### config.mk
export PLATFORM = sky130hd
export DESIGN_NAME = accumulator_cpu_step_unit
export DESIGN_NICKNAME = d
export VERILOG_FILES = /design/src/rtl/core/acpu_pkg.sv /design/src/rtl/core/acpu_ram.sv /design/src/rtl/core/accumulator_cpu_step_unit.sv
export SDC_FILE = /design/constraint.sdc
export NUM_CORES = 2
export LEC_CHECK = 0
export BUFFER_PORTS_ARGS = -buffer_cell sky130_fd_sc_hd__buf_2
export CAP_MARGIN = 30
export CORE_ASPECT_RATIO = 2
export CORE_MARGIN = 2
export CORE_UTILIZATION = 40
export DETAILED_ROUTE_END_ITERATION = 10
export SETUP_SLACK_MARGIN = 0.3
export SKIP_LAST_GASP = 1
export SLEW_MARGIN = 20
export SYNTH_ARGS = -nofsm -noshare
export SYNTH_HDL_FRONTEND = slang
export SYNTH_SLANG_ARGS = --single-unit
### constraint.sdc
create_clock -name i_clk -period 19.05 [get_ports i_clk]
set_input_delay 1.905 -clock i_clk [delete_from_list [all_inputs] [get_ports i_clk]]
set_output_delay 1.905 -clock i_clk [all_outputs]
set_load 0.05 [all_outputs]
### src/rtl/core/acpu_pkg.sv
// ----------------------------------------------------------------------------
// acpu_pkg
// Shared types, codes and decode helpers for the accumulator CPU step unit.
// ----------------------------------------------------------------------------
package acpu_pkg;

    // Memory geometry and the end of the ROM address region
    localparam int          MEM_BYTES = 256;
    localparam int          MEM_AW    = $clog2(MEM_BYTES);
    localparam logic [7:0]  ROM_END   = 8'd32;

    // Transaction actions
    localparam logic [1:0] ACT_LOAD    = 2'd0;
    localparam logic [1:0] ACT_STEP    = 2'd1;
    localparam logic [1:0] ACT_RESTART = 2'd2;

    // Run status codes
    localparam logic [1:0] ST_RUN  = 2'd0;
    localparam logic [1:0] ST_HALT = 2'd1;
    localparam logic [1:0] ST_ERR  = 2'd2;

    // Jump class and jump opcodes
    localparam logic [3:0] CLS_JUMP = 4'h1;
    localparam logic [7:0] OP_JMP   = 8'h10;
    localparam logic [7:0] OP_JMPN  = 8'h11;
    localparam logic [7:0] OP_JMPZ  = 8'h12;

    // Addressing mode, opcode bits [7:6]
    localparam logic [1:0] MD_IMM = 2'b00;
    localparam logic [1:0] MD_DIR = 2'b01;
    localparam logic [1:0] MD_BAD = 2'b10;
    localparam logic [1:0] MD_IND = 2'b11;

    // Function nibble, opcode bits [3:0], group with bit 5 clear
    localparam logic [3:0] FN_LOAD  = 4'h0;
    localparam logic [3:0] FN_OUT   = 4'h1;
    localparam logic [3:0] FN_STORE = 4'h8;
    localparam logic [3:0] FN_INPUT = 4'h9;
    // Function nibble, group with bit 5 set
    localparam logic [3:0] FN_ADD   = 4'h0;
    localparam logic [3:0] FN_SUB   = 4'h1;
    localparam logic [3:0] FN_NAND  = 4'h2;

    // Decoded operation kind
    typedef logic [2:0] t_kind;
    localparam t_kind K_BAD   = 3'd0;
    localparam t_kind K_LOAD  = 3'd1;
    localparam t_kind K_ADD   = 3'd2;
    localparam t_kind K_SUB   = 3'd3;
    localparam t_kind K_NAND  = 3'd4;
    localparam t_kind K_OUT   = 3'd5;
    localparam t_kind K_STORE = 3'd6;
    localparam t_kind K_INPUT = 3'd7;

    // One result transaction
    typedef struct packed {
        logic [1:0] status;
        logic [7:0] pc;
        logic [7:0] acc;
        logic       ov;
        logic [7:0] oval;
    } t_result;

    // Operand-taking opcode decode; jumps are handled separately
    function automatic t_kind op_kind(input logic [7:0] op);
        t_kind kind;
        logic  imm;
        kind = K_BAD;
        imm  = (op[7:6] == MD_IMM);
        if (!op[4] && (op[7:6] != MD_BAD)) begin
            if (!op[5]) begin
                unique case (op[3:0])
                    FN_LOAD:  kind = K_LOAD;
                    FN_OUT:   kind = imm ? K_BAD : K_OUT;
                    FN_STORE: kind = imm ? K_BAD : K_STORE;
                    FN_INPUT: kind = imm ? K_BAD : K_INPUT;
                    default:  kind = K_BAD;
                endcase
            end else begin
                unique case (op[3:0])
                    FN_ADD:  kind = K_ADD;
                    FN_SUB:  kind = K_SUB;
                    FN_NAND: kind = K_NAND;
                    default: kind = K_BAD;
                endcase
            end
        end
        return kind;
    endfunction

    // Status after the PC has moved
    function automatic logic [1:0] pc_status(input logic [7:0] pc);
        logic [1:0] st;
        priority if (pc == 8'd0) begin
            st = ST_HALT;
        end else if (pc < ROM_END) begin
            st = ST_ERR;
        end else begin
            st = ST_RUN;
        end
        return st;
    endfunction

endpackage

### src/rtl/core/acpu_ram.sv
// ----------------------------------------------------------------------------
// acpu_ram
// Generic synchronous RAM: one write port, one read port, registered read.
// ----------------------------------------------------------------------------
module acpu_ram #(
    parameter int WIDTH = 8,
    parameter int DEPTH = 256
) (
    input  logic                     i_clk,
    input  logic                     i_wr_en,
    input  logic [$clog2(DEPTH)-1:0] i_wr_addr,
    input  logic [WIDTH-1:0]         i_wr_data,
    input  logic                     i_rd_en,
    input  logic [$clog2(DEPTH)-1:0] i_rd_addr,
    output logic [WIDTH-1:0]         o_rd_data
);

    logic [WIDTH-1:0] r_mem [DEPTH];
    logic [WIDTH-1:0] r_q;

    // Storage array and read register
    always_ff @(posedge i_clk) begin
        if (i_wr_en) begin
            r_mem[i_wr_addr] <= i_wr_data;
        end
        if (i_rd_en) begin
            r_q <= r_mem[i_rd_addr];
        end
    end

    assign o_rd_data = r_q;

endmodule

### src/rtl/core/accumulator_cpu_step_unit.sv
// ----------------------------------------------------------------------------
// accumulator_cpu_step_unit
// 8-bit accumulator machine, one instruction per step transaction, with its
// 256-byte memory in a single-port-per-cycle RAM and a small sequencer.
// ----------------------------------------------------------------------------
// Path per transaction: load, restart or idle step go from S_IDLE to S_PUSH;
// bad opcode or untaken jump via S_OP; taken jump via S_OP, S_JMP; immediate
// or direct store via S_OP, S_OPD; direct read adds S_VAL; indirect store adds
// S_IND; double-indirect read adds S_IND, S_VAL. At most one memory access per
// cycle; a one-entry input buffer takes the next transaction while one runs.
// Reset: PC = 32, A = 0, status running; memory reads as zero via written flags.
module accumulator_cpu_step_unit
    import acpu_pkg::*;
(
    input  logic       i_clk,
    input  logic       i_rst_n,
    // Input channel
    input  logic       i_valid,
    output logic       o_stall,
    input  logic [1:0] i_action,
    input  logic [7:0] i_load_address,
    input  logic [7:0] i_load_value,
    input  logic [7:0] i_input_byte,
    // Result channel
    output logic       o_valid,
    input  logic       i_stall,
    output logic [1:0] o_status,
    output logic [7:0] o_program_counter,
    output logic [7:0] o_accumulator,
    output logic       o_out_valid,
    output logic [7:0] o_out_value
);

    // Sequencer states
    localparam logic [2:0] S_IDLE = 3'd0;
    localparam logic [2:0] S_OP   = 3'd1;
    localparam logic [2:0] S_OPD  = 3'd2;
    localparam logic [2:0] S_JMP  = 3'd3;
    localparam logic [2:0] S_IND  = 3'd4;
    localparam logic [2:0] S_VAL  = 3'd5;
    localparam logic [2:0] S_PUSH = 3'd6;

    // Input buffer
    logic       r_buf_vld;
    logic [1:0] r_buf_action;
    logic [7:0] r_buf_la;
    logic [7:0] r_buf_lv;
    logic [7:0] r_buf_inb;

    // Machine state
    logic [2:0] r_state, n_state;
    logic [7:0] r_pc, n_pc;
    logic [7:0] r_acc, n_acc;
    logic [1:0] r_status, n_status;
    logic [7:0] r_op, n_op;
    logic [7:0] r_inb, n_inb;
    logic       r_ov, n_ov;
    logic [7:0] r_oval, n_oval;

    // Result register
    logic    r_out_vld;
    t_result r_out;

    // Memory port
    logic                  mem_wr_en;
    logic [MEM_AW-1:0]     mem_wr_addr;
    logic [7:0]            mem_wr_data;
    logic                  mem_rd_en;
    logic [MEM_AW-1:0]     mem_rd_addr;
    logic [7:0]            ram_q;
    logic [MEM_BYTES-1:0]  r_mem_vld;
    logic                  r_rd_vld;
    logic [7:0]            mem_q;

    logic       buf_take;
    logic       out_free;
    logic       out_load;
    logic [7:0] pc1;
    logic [7:0] pc2;
    t_kind      kind_q;
    t_kind      kind_new;
    logic       jump_take;
    logic [7:0] exec_acc;
    logic       exec_ov;

    acpu_ram #(
        .WIDTH (8),
        .DEPTH (MEM_BYTES)
    ) u_ram (
        .i_clk     (i_clk),
        .i_wr_en   (mem_wr_en),
        .i_wr_addr (mem_wr_addr),
        .i_wr_data (mem_wr_data),
        .i_rd_en   (mem_rd_en),
        .i_rd_addr (mem_rd_addr),
        .o_rd_data (ram_q)
    );

    // Never-written bytes read as zero
    assign mem_q = r_rd_vld ? ram_q : 8'd0;

    always_ff @(posedge i_clk) begin
        if (!i_rst_n) begin
            r_mem_vld <= '0;
            r_rd_vld  <= 1'b0;
        end else begin
            if (mem_wr_en) begin
                r_mem_vld[mem_wr_addr] <= 1'b1;
            end
            if (mem_rd_en) begin
                r_rd_vld <= r_mem_vld[mem_rd_addr];
            end
        end
    end

    // Input buffer: one transaction waits while another runs
    assign o_stall = r_buf_vld;

    always_ff @(posedge i_clk) begin
        if (!i_rst_n) begin
            r_buf_vld <= 1'b0;
        end else if (i_valid && !o_stall) begin
            r_buf_vld <= 1'b1;
        end else if (buf_take) begin
            r_buf_vld <= 1'b0;
        end
    end

    always_ff @(posedge i_clk) begin
        if (i_valid && !o_stall) begin
            r_buf_action <= i_action;
            r_buf_la     <= i_load_address;
            r_buf_lv     <= i_load_value;
            r_buf_inb    <= i_input_byte;
        end
    end

    // Decode and execute helpers
    assign pc1      = r_pc + 8'd1;
    assign pc2      = r_pc + 8'd2;
    assign kind_q   = op_kind(r_op);
    assign kind_new = op_kind(mem_q);
    assign jump_take = (mem_q == OP_JMP) ||
                       ((mem_q == OP_JMPN) && r_acc[7]) ||
                       ((mem_q == OP_JMPZ) && (r_acc == 8'd0));

    always_comb begin
        exec_acc = r_acc;
        exec_ov  = 1'b0;
        unique case (kind_q)
            K_LOAD:  exec_acc = mem_q;
            K_ADD:   exec_acc = r_acc + mem_q;
            K_SUB:   exec_acc = r_acc - mem_q;
            K_NAND:  exec_acc = ~(r_acc & mem_q);
            K_OUT:   exec_ov  = 1'b1;
            default: ;
        endcase
    end

    assign out_free = !r_out_vld || !i_stall;

    // Sequencer: at most one memory access per cycle
    always_comb begin
        n_state     = r_state;
        n_pc        = r_pc;
        n_acc       = r_acc;
        n_status    = r_status;
        n_op        = r_op;
        n_inb       = r_inb;
        n_ov        = r_ov;
        n_oval      = r_oval;
        buf_take    = 1'b0;
        out_load    = 1'b0;
        mem_wr_en   = 1'b0;
        mem_wr_addr = r_buf_la;
        mem_wr_data = r_buf_lv;
        mem_rd_en   = 1'b0;
        mem_rd_addr = r_pc;

        unique case (r_state)
            S_IDLE: begin
                if (r_buf_vld) begin
                    buf_take = 1'b1;
                    n_ov     = 1'b0;
                    n_oval   = 8'd0;
                    n_inb    = r_buf_inb;
                    n_state  = S_PUSH;
                    unique case (r_buf_action)
                        ACT_LOAD: begin
                            mem_wr_en = 1'b1;
                        end
                        ACT_STEP: begin
                            if (r_status == ST_RUN) begin
                                mem_rd_en = 1'b1;
                                n_state   = S_OP;
                            end
                        end
                        ACT_RESTART: begin
                            n_pc     = ROM_END;
                            n_acc    = 8'd0;
                            n_status = ST_RUN;
                        end
                        default: ;
                    endcase
                end
            end
            S_OP: begin
                n_op = mem_q;
                if (mem_q[7:4] == CLS_JUMP) begin
                    if (jump_take) begin
                        mem_rd_en   = 1'b1;
                        mem_rd_addr = pc1;
                        n_state     = S_JMP;
                    end else begin
                        n_pc     = pc2;
                        n_status = pc_status(pc2);
                        n_state  = S_PUSH;
                    end
                end else if (kind_new == K_BAD) begin
                    n_pc     = pc1;
                    n_status = ST_ERR;
                    n_state  = S_PUSH;
                end else begin
                    mem_rd_en   = 1'b1;
                    mem_rd_addr = pc1;
                    n_state     = S_OPD;
                end
            end
            S_JMP: begin
                n_pc     = mem_q;
                n_status = pc_status(mem_q);
                n_state  = S_PUSH;
            end
            S_OPD: begin
                if (r_op[7:6] == MD_IMM) begin
                    n_acc    = exec_acc;
                    n_ov     = exec_ov;
                    n_oval   = exec_ov ? mem_q : 8'd0;
                    n_pc     = pc2;
                    n_status = pc_status(pc2);
                    n_state  = S_PUSH;
                end else if ((r_op[7:6] == MD_DIR) &&
                             ((kind_q == K_STORE) || (kind_q == K_INPUT))) begin
                    mem_wr_en   = 1'b1;
                    mem_wr_addr = mem_q;
                    mem_wr_data = (kind_q == K_STORE) ? r_acc : r_inb;
                    n_pc        = pc2;
                    n_status    = pc_status(pc2);
                    n_state     = S_PUSH;
                end else begin
                    mem_rd_en   = 1'b1;
                    mem_rd_addr = mem_q;
                    n_state     = (r_op[7:6] == MD_DIR) ? S_VAL : S_IND;
                end
            end
            S_IND: begin
                if ((kind_q == K_STORE) || (kind_q == K_INPUT)) begin
                    mem_wr_en   = 1'b1;
                    mem_wr_addr = mem_q;
                    mem_wr_data = (kind_q == K_STORE) ? r_acc : r_inb;
                    n_pc        = pc2;
                    n_status    = pc_status(pc2);
                    n_state     = S_PUSH;
                end else begin
                    mem_rd_en   = 1'b1;
                    mem_rd_addr = mem_q;
                    n_state     = S_VAL;
                end
            end
            S_VAL: begin
                n_acc    = exec_acc;
                n_ov     = exec_ov;
                n_oval   = exec_ov ? mem_q : 8'd0;
                n_pc     = pc2;
                n_status = pc_status(pc2);
                n_state  = S_PUSH;
            end
            S_PUSH: begin
                if (out_free) begin
                    out_load = 1'b1;
                    n_state  = S_IDLE;
                end
            end
            default: begin
                n_state = S_IDLE;
            end
        endcase
    end

    always_ff @(posedge i_clk) begin
        if (!i_rst_n) begin
            r_state  <= S_IDLE;
            r_pc     <= ROM_END;
            r_acc    <= 8'd0;
            r_status <= ST_RUN;
        end else begin
            r_state  <= n_state;
            r_pc     <= n_pc;
            r_acc    <= n_acc;
            r_status <= n_status;
        end
    end

    always_ff @(posedge i_clk) begin
        r_op   <= n_op;
        r_inb  <= n_inb;
        r_ov   <= n_ov;
        r_oval <= n_oval;
    end

    // Result register
    always_ff @(posedge i_clk) begin
        if (!i_rst_n) begin
            r_out_vld <= 1'b0;
        end else if (out_load) begin
            r_out_vld <= 1'b1;
        end else if (!i_stall) begin
            r_out_vld <= 1'b0;
        end
    end

    always_ff @(posedge i_clk) begin
        if (out_load) begin
            r_out.status <= r_status;
            r_out.pc     <= r_pc;
            r_out.acc    <= r_acc;
            r_out.ov     <= r_ov;
            r_out.oval   <= r_oval;
        end
    end

    assign o_valid           = r_out_vld;
    assign o_status          = r_out.status;
    assign o_program_counter = r_out.pc;
    assign o_accumulator     = r_out.acc;
    assign o_out_valid       = r_out.ov;
    assign o_out_value       = r_out.oval;

`ifndef ASSERT_OFF
    // Read and write never share the memory port in one cycle
    a_port_excl: assert property (@(posedge i_clk) disable iff (!i_rst_n)
        !(mem_wr_en && mem_rd_en))
        else $error("memory read and write in the same cycle");

    // An instruction in flight only runs with the machine running
    a_run_exec: assert property (@(posedge i_clk) disable iff (!i_rst_n)
        (r_state != S_IDLE && r_state != S_PUSH) |-> (r_status == ST_RUN))
        else $error("instruction sequencing while not running");

    // Every read is consumed by a state that uses the read data
    a_rd_use: assert property (@(posedge i_clk) disable iff (!i_rst_n)
        mem_rd_en |=> (r_state == S_OP || r_state == S_OPD || r_state == S_JMP ||
                       r_state == S_IND || r_state == S_VAL))
        else $error("memory read data not consumed");

    // A result is only loaded when the output slot is free
    a_out_free: assert property (@(posedge i_clk) disable iff (!i_rst_n)
        out_load |-> (!r_out_vld || !i_stall))
        else $error("result register overwritten");
`endif

endmodule

# Yosys cells after proc, flatten, opt, wreduce, memory -nomap -nowiden
# Memory sizes are Yosys's and may differ from the RTL's. A register that Yosys moved wholly into a read port is not among the register bits.
# Cells that the tools add are included.
# op_classes
order_cmp	5
mux	108
add_sub_neg	4
eq_ne	39
reduce_logical	36
n_bitwise	3
# ops
op	n
OR 256 bit	1
two-way mux 8 bit	28
one-hot mux 8 bit (3 select lines)	3
two-way mux 3 bit	17
one-hot mux 8 bit (6 select lines)	1
one-hot mux 8 bit (2 select lines)	2
one-hot mux 8 bit (4 select lines)	1
two-way mux 1 bit	30
two-way mux 2 bit	15
== test 8 x 5 -> 1 bit, second input constant	3
zero test 8 bit	3
one-hot mux 3 bit (4 select lines)	2
== test 3 bit, second input constant	7
less-than comparator 8 x 9 -> 1 bit, second input constant	2
one-hot mux 3 bit (3 select lines)	2
one-hot mux 3 bit (6 select lines)	1
== test 4 bit, second input constant	4
less-than comparator 8 x 6 -> 1 bit, second input constant	2
== test 3 x 2 -> 1 bit, second input constant	4
== test 4 x 1 -> 1 bit, second input constant	3
!= test 2 bit, second input constant	6
one-hot mux 2 bit (6 select lines)	1
!= test 3 bit, second input constant	3
adder 8 x 1 -> 8 bit, second input constant	1
other kinds (29)	53
# totals
in_bits	30
memories	1
out_inout_bits	29
reg_bits	358
elab_cells	217
ram_bits	2048
# memory_table
name	words	word_bits	read_ports	rd_ports_with_merged_regs	write_ports	line	rtl
u_ram.r_mem	256	8	1	1	1	acpu_ram.sv:18	logic [WIDTH-1:0] r_mem [DEPTH];

# Depth between registers and ports, before layout
# depth
depth_word	16
depth_mapped	22

# Modules after synthesis
# A second synthesis with hierarchy kept.
# unflattened
cells_unflattened	5602
area_unflattened_um2	96088.4
# by_module_without_submodules
mod	area_each_um2	seq_area_each_um2	cells_each	n_inst
acpu_ram	79636.4	61739.2	3733	1
accumulator_cpu_step_unit	16452.0	7947.6	1869	1

# Worst setup path before layout
# No wires, ideal clock.
# synth_timing
path_type	flip-flop to flip-flop
startpoint	register r_op[5]
endpoint	memory u_ram.r_mem[0][2], data pin
setup_time_ns	2.187
path_buffers	3
synth_period_minus_slack_ns	14.283
stages_incl_launch_ff	9
required_time_ns	16.863
arrival_ns	12.096
slack_ns	4.767
path_cell_list	edfxtp_1 -> or4b_4 -> nor2_1 -> nand2_1 -> or3_1 -> clkbuf_1 -> clkbuf_1 -> clkbuf_1 -> o21ai_0
# synth_via
elab_chain_cells	8
# synth_rtl
item	line	rtl
start: declaration	accumulator_cpu_step_unit.sv:55	logic [7:0] r_op, n_op;
start signal: assignment	accumulator_cpu_step_unit.sv:305	r_op <= n_op;
two-way mux 3 bit *	acpu_pkg.sv:71	if (!op[5]) begin
two-way mux 3 bit *	acpu_pkg.sv:70	if (!op[4] && (op[7:6] != MD_BAD)) begin
== test 3 bit, on equally long branches	-	
logical OR 1 bit	accumulator_cpu_step_unit.sv:243, accumulator_cpu_step_unit.sv:257	
logical AND 1 bit	accumulator_cpu_step_unit.sv:242	end else if ((r_op[7:6] == MD_DIR) &&
two-way mux 8 bit	accumulator_cpu_step_unit.sv:242	
two-way mux 8 bit	accumulator_cpu_step_unit.sv:235	if (r_op[7:6] == MD_IMM) begin
one-hot mux 8 bit (2 select lines) *	accumulator_cpu_step_unit.sv:180	unique case (r_state)
named net mem_wr_data[2]	accumulator_cpu_step_unit.sv:67	logic [7:0] mem_wr_data;
end: declaration	acpu_ram.sv:18	
# Mark *: on every way through the listed nets, which the timed path passes. The rest lies on a longest branch.

# Worst setup path after layout
# layout_timing
startpoint	register r_rd_vld
endpoint	register u_ram.r_q[4] (netlist: u_ram.o_rd_data[4]) (read register of u_ram.r_mem), data pin
# layout_rtl
item	line	rtl
start: declaration	accumulator_cpu_step_unit.sv:72	logic r_rd_vld;
start signal: assignment	accumulator_cpu_step_unit.sv:111	r_rd_vld <= r_mem_vld[mem_rd_addr];
two-way mux 8 bit *	accumulator_cpu_step_unit.sv:100	assign mem_q = r_rd_vld ? ram_q : 8'd0;
named net mem_q[1]	accumulator_cpu_step_unit.sv:73	logic [7:0] mem_q;
== test 4 bit, or another cell as far along	acpu_pkg.sv:72	unique case (op[3:0])
one-hot mux 3 bit (4 select lines) or one-hot mux 3 bit (3 select lines) (tied branches)	acpu_pkg.sv:72, acpu_pkg.sv:80	
two-way mux 3 bit	acpu_pkg.sv:71	
two-way mux 3 bit	acpu_pkg.sv:70	
zero test 3 bit	accumulator_cpu_step_unit.sv:219	end else if (kind_new == K_BAD) begin
two-way mux 1 bit or two-way mux 8 bit (tied branches)	accumulator_cpu_step_unit.sv:219	
two-way mux 1 bit or two-way mux 8 bit (tied branches)	accumulator_cpu_step_unit.sv:209	if (mem_q[7:4] == CLS_JUMP) begin
one-hot mux 1 bit (4 select lines) or one-hot mux 8 bit (3 select lines) (tied branches)	accumulator_cpu_step_unit.sv:180	
end: declaration	acpu_ram.sv:19	logic [WIDTH-1:0] r_q;
# Marks and branches as above.
# A chain may end at the register's enable or synchronous reset.

==> results.rst <==
.. list-table::
   :header-rows: 1

   * - Metric
     - Value
   * - Initial DRT Pass Iterations
     - 8
   * - Top-level I/O count
     - 59
   * - Leakage power
     - 37.5 nW
   * - Highest ir drop seen on vdd
     - 0.120 mV
   * - Post-route fraction of the period consumed by the critical path
     - 0.429
   * - Number of global-route vias before repair
     - 65700
   * - Data arrival, critical path
     - 8.84 ns
   * - Biggest area contributors in the synthesized netlist
     - sky130_fd_sc_hd__edfxtp_1 66%, sky130_fd_sc_hd__nand2_1 6.9%, sky130_fd_sc_hd__dfxtp_1 5.7%
   * - EDFF count, synth
     - 2134
   * - CTS tree
     - yes
   * - Status
     - finished, final reports clean
   * - Net Count, Synth
     - 7886
   * - Clock sink count
     - 2414
   * - Actual slew at the worst max-slew pin
     - 1.16 ns
   * - Global-route wire length before repair
     - 499000 um
   * - Detailed placement HPWL
     - 228000 um
   * - Power density of the placed cells
     - 136 mW/mm^2
   * - Max frequency
     - 122 MHz
   * - Worst-case reg-to-reg path depth
     - 19
   * - Number of different library cells in the post-synthesis netlist
     - 86
   * - Cells after synthesis
     - 7841
   * - #FFs+latches synth
     - 2414
   * - Sequential area share after synthesis
     - 0.714
   * - Area of the core
     - 0.243 mm^2
   * - Hold wc startpoint
     - r_oval[1]
   * - Layout overhead on the synthesized area
     - 12.5%
   * - Top flip-flop cell by instance count after synthesis
     - sky130_fd_sc_hd__edfxtp_1
   * - Placement Rows
     - 256
   * - Count of endpoints failing hold in the final timing report
     - 0
   * - Die boundary height
     - 703 um
   * - Via count
     - 68500
   * - Die Span X
     - 353 um
   * - Max transition margin
     - 0.218
   * - Routed wire per std cell
     - 31.7 um
   * - Fraction of synthesis flops using an asynchronous set or reset pin
     - 0
   * - TritonCTS Buffers
     - 203
   * - Synthesized area per cell
     - 12.4 um^2
   * - Mapped cell area
     - 0.0976 mm^2
   * - Clock transition at the register clock pins on the worst setup and hold paths after CTS
     - 0.07 ns
   * - Cell count of the worst hold path
     - 0
   * - Full die area
     - 0.248 mm^2
   * - Share of post-route cells with drive strength above 1
     - 0.104
   * - H-Tree Level Count
     - 4
   * - Final Max Slew Viols
     - 0
   * - Setup repair after global routing missed its margin
     - no
   * - Clk network pwr share
     - 0.289
   * - Worst setup EP type
     - register
   * - Layout net count
     - 7984
   * - Required time of the worst setup path
     - 19.72 ns
   * - Clock Tree Buf Depth
     - 4
   * - Portion of total power attributed to combinational logic
     - 0.314
   * - Clk_lat worst skew
     - 0.90 ns
   * - GRT overflow
     - 0
   * - Placer congestion estimate
     - 0.977
   * - Most frequent cell after synthesis
     - sky130_fd_sc_hd__edfxtp_1
   * - Cell types with the highest counts after synthesis
     - 2134 x sky130_fd_sc_hd__edfxtp_1, 1804 x sky130_fd_sc_hd__nand2_1, 895 x sky130_fd_sc_hd__nor2_1, 609 x sky130_fd_sc_hd__nand3_1, 284 x sky130_fd_sc_hd__mux2i_1
   * - Worst Path Class, Setup
     - reg -> reg
   * - Reg-to-Reg Start
     - r_rd_vld
   * - Number of violations reported at the end of detailed-routing iteration 0
     - 9264
   * - Endpoints failing setup
     - 0
   * - R2r endpoint
     - u_ram.o_rd_data[4]
   * - Net switching power
     - 5.54 mW
   * - Antenna violations before repair
     - 19
   * - Total number of yosys warnings
     - 0
   * - Worst hold path type
     - reg -> reg
   * - Post-DR vias/cell
     - 6.04
   * - Starting Density
     - 0.402
   * - Max-capacitance violation count
     - 0
   * - DRC violation count after routing
     - 0
   * - Internal Dissipation
     - 9.41 mW
   * - Area share of the largest cell type after synthesis
     - 0.656
   * - Number of I/O port buffers
     - 58
   * - Critical path startpoint category
     - register
   * - Switching part of the total
     - 0.371
   * - Final total negative setup slack
     - 0 ns
   * - Pin count of the biggest net entering global routing
     - 177
   * - Synth area leader
     - sky130_fd_sc_hd__edfxtp_1
   * - Number of hold-repair buffers added at the cts stage
     - 0
   * - Flop pwr share
     - 0.396
   * - Worst min-delay path endpoint
     - o_out_value[1]
   * - Reg-to-reg setup timing slack
     - 10.88 ns
   * - Crit path max fanout
     - 66
   * - Antenna-violating nets left
     - 0
   * - Total Power
     - 15.0 mW
   * - Final WL
     - 360000 um
   * - Total track usage
     - 0.282
   * - Post-route minimum period
     - 8.17 ns
   * - Number of setup buffers added after CTS
     - 0
   * - Buffer type at the clock tree root
     - sky130_fd_sc_hd__clkbuf_16
   * - Number of resized instances in the post-cts repair step
     - 0
   * - Clk_skew
     - 0.0771 ns
==> metrics by stage <==
stage | setup slack, ns | hold slack [ns] | util | cell area (um^2) | std cells
after floorplan | 4.77 | 0.400 | - | 97600 | 7841
after global placement | 10.72 | 0.402 | 0.419 | 102000 | 10800
after detailed placement | 11.23 | 0.405 | 0.423 | 103000 | 10900
after CTS | 11.15 | 0.419 | 0.451 | 109000 | 11300
after global routing | 10.54 | 0.433 | 0.452 | 110000 | 11300
final | 10.88 | 0.418 | 0.452 | 110000 | 11300
==> worst max-delay path, stage by stage (launching register included) <==
cell	delay, ns
sky130_fd_sc_hd__dfxtp_1	0.65
sky130_fd_sc_hd__nand2_1	0.39
sky130_fd_sc_hd__inv_1	0.32
sky130_fd_sc_hd__ha_1	0.23
sky130_fd_sc_hd__nor4b_1	0.21
sky130_fd_sc_hd__and4_1	0.32
sky130_fd_sc_hd__o22a_1	0.21
sky130_fd_sc_hd__o211ai_1	0.13
sky130_fd_sc_hd__buf_4	0.31
sky130_fd_sc_hd__a211oi_4	0.24
sky130_fd_sc_hd__buf_4	0.66
sky130_fd_sc_hd__buf_4	0.67
sky130_fd_sc_hd__buf_4	0.87
sky130_fd_sc_hd__mux2i_1	0.28
sky130_fd_sc_hd__mux4_2	0.51
sky130_fd_sc_hd__a32o_1	0.43
sky130_fd_sc_hd__a31oi_1	0.31
sky130_fd_sc_hd__o311a_1	0.44
sky130_fd_sc_hd__a21oi_1	0.23
sky130_fd_sc_hd__a221oi_2	0.44
==> logic make-up (layout without fill, tap and decap cells) <==
| group | Yosys count | count (layout) | share of synthesized area |
|---|---|---|---|
| xor+xnor | 18 | 18 | 0.00162 |
| other cells | 0 | 15 | 0 |
| simple gates | 3582 | 3582 | 0.153 |
| buf+inv | 571 | 832 | 0.0272 |
| flops | 2414 | 2414 | 0.714 |
| mux | 306 | 306 | 0.0340 |
| compound gates | 934 | 934 | 0.0683 |
| fa+ha+maj | 16 | 16 | 0.00210 |
==> power by group through the flow <==
stage               registers [mW]  clock network (mW)  logic, mW
floorplan                     6.13                   0       2.60
global placement              6.04                   0       4.46
detailed placement            6.04                   0       4.52
CTS                           5.92                4.34       4.54
global route                  5.93                4.51       4.83
finish                        5.93                4.32       4.70
==> worst max-delay path by stage <==
stage          cells past startpoint  slack (ns)  startpoint                  to
2_1_floorplan                      8        4.77     r_op[5]   u_ram.r_mem[0][2]
3_5_place_dp                      19       11.23    r_rd_vld  u_ram.o_rd_data[4]
5_1_grt                           21       10.54    r_rd_vld  u_ram.o_rd_data[3]
3_3_place_gp                      19       10.72    r_rd_vld  u_ram.o_rd_data[6]
4_1_cts                           19       11.15    r_rd_vld  u_ram.o_rd_data[4]
6_report                          19       10.88    r_rd_vld  u_ram.o_rd_data[4]
==> placed cells by master, fill, tap and decap left out, types with 13 or more instances in the layout <==
cell type | synthesis | routed
sky130_fd_sc_hd__a2111oi_0 | 43 | 39
sky130_fd_sc_hd__a211oi_1 | 56 | 55
sky130_fd_sc_hd__a21oi_1 | 166 | 165
sky130_fd_sc_hd__a221oi_1 | 14 | 13
sky130_fd_sc_hd__a22oi_1 | 24 | 24
sky130_fd_sc_hd__a311oi_1 | 141 | 141
sky130_fd_sc_hd__a31oi_1 | 130 | 130
sky130_fd_sc_hd__a32oi_1 | 60 | 60
sky130_fd_sc_hd__and3_1 | 106 | 106
sky130_fd_sc_hd__buf_12 | 1 | 18
sky130_fd_sc_hd__buf_2 | 247 | 64
sky130_fd_sc_hd__buf_4 | 37 | 287
sky130_fd_sc_hd__buf_6 | 6 | 19
sky130_fd_sc_hd__bufinv_16 | 0 | 22
sky130_fd_sc_hd__clkbuf_1 | 189 | 39
sky130_fd_sc_hd__clkbuf_16 | 0 | 207
sky130_fd_sc_hd__clkbuf_8 | 0 | 15
sky130_fd_sc_hd__clkinv_1 | 1 | 31
sky130_fd_sc_hd__clkinv_2 | 0 | 31
sky130_fd_sc_hd__dfxtp_1 | 280 | 280
sky130_fd_sc_hd__diode_2 | 0 | 15
sky130_fd_sc_hd__edfxtp_1 | 2134 | 2134
sky130_fd_sc_hd__ha_1 | 14 | 14
sky130_fd_sc_hd__inv_1 | 57 | 56
sky130_fd_sc_hd__mux2i_1 | 284 | 284
sky130_fd_sc_hd__mux4_2 | 20 | 20
sky130_fd_sc_hd__nand2_1 | 1804 | 1802
sky130_fd_sc_hd__nand3_1 | 609 | 608
sky130_fd_sc_hd__nand4_1 | 39 | 39
sky130_fd_sc_hd__nor2_1 | 895 | 832
sky130_fd_sc_hd__nor2_2 | 0 | 51
sky130_fd_sc_hd__nor3_1 | 38 | 36
sky130_fd_sc_hd__nor4_1 | 16 | 13
sky130_fd_sc_hd__o211ai_1 | 21 | 21
sky130_fd_sc_hd__o21ai_0 | 84 | 75
sky130_fd_sc_hd__o221ai_1 | 20 | 19
sky130_fd_sc_hd__o22ai_1 | 55 | 55
sky130_fd_sc_hd__or3_1 | 16 | 15
==> cell type report <==
type / instances / area (um^2)
diodes: 15 / 37.5
flip-flops and latches: 2414 / 69700
multi-input cells: 4856 / 25800
well taps: 3225 / 4040
repair buffers: 406 / 3360
clock inverters: 107 / 1130
fillers: 22000 / 133000
clock buffers: 261 / 5530
inverters: 58 / 225
==> flip-flops by register name (all words and copies together) (netlist names), 2 cells and up <==
signal	flops
o_accumulator	8
o_out_value	8
o_program_counter	8
o_status	2
r_acc	8
r_buf_action	2
r_buf_inb	8
r_buf_la	8
r_buf_lv	8
r_inb	8
r_mem_vld	256
r_op	8
r_oval	8
r_pc	8
r_state	3
r_status	2
u_ram.o_rd_data	8
u_ram.r_mem	2048
==> metal layers <==
| metal | part of all wire | up-vias | routed length [um] | GRT usage |
|---|---|---|---|---|
| li1 | - | 28900 | - | - |
| met1 | 0.32 | 34100 | 114000 | 0.297 |
| met2 | 0.49 | 4231 | 175000 | 0.477 |
| met3 | 0.087 | 1297 | 31400 | 0.0545 |
| met4 | 0.11 | 8 | 39600 | 0.259 |
| met5 | 0.00014 | - | 51 | 0 |
Note: power is estimated with default switching activity, not from simulation.
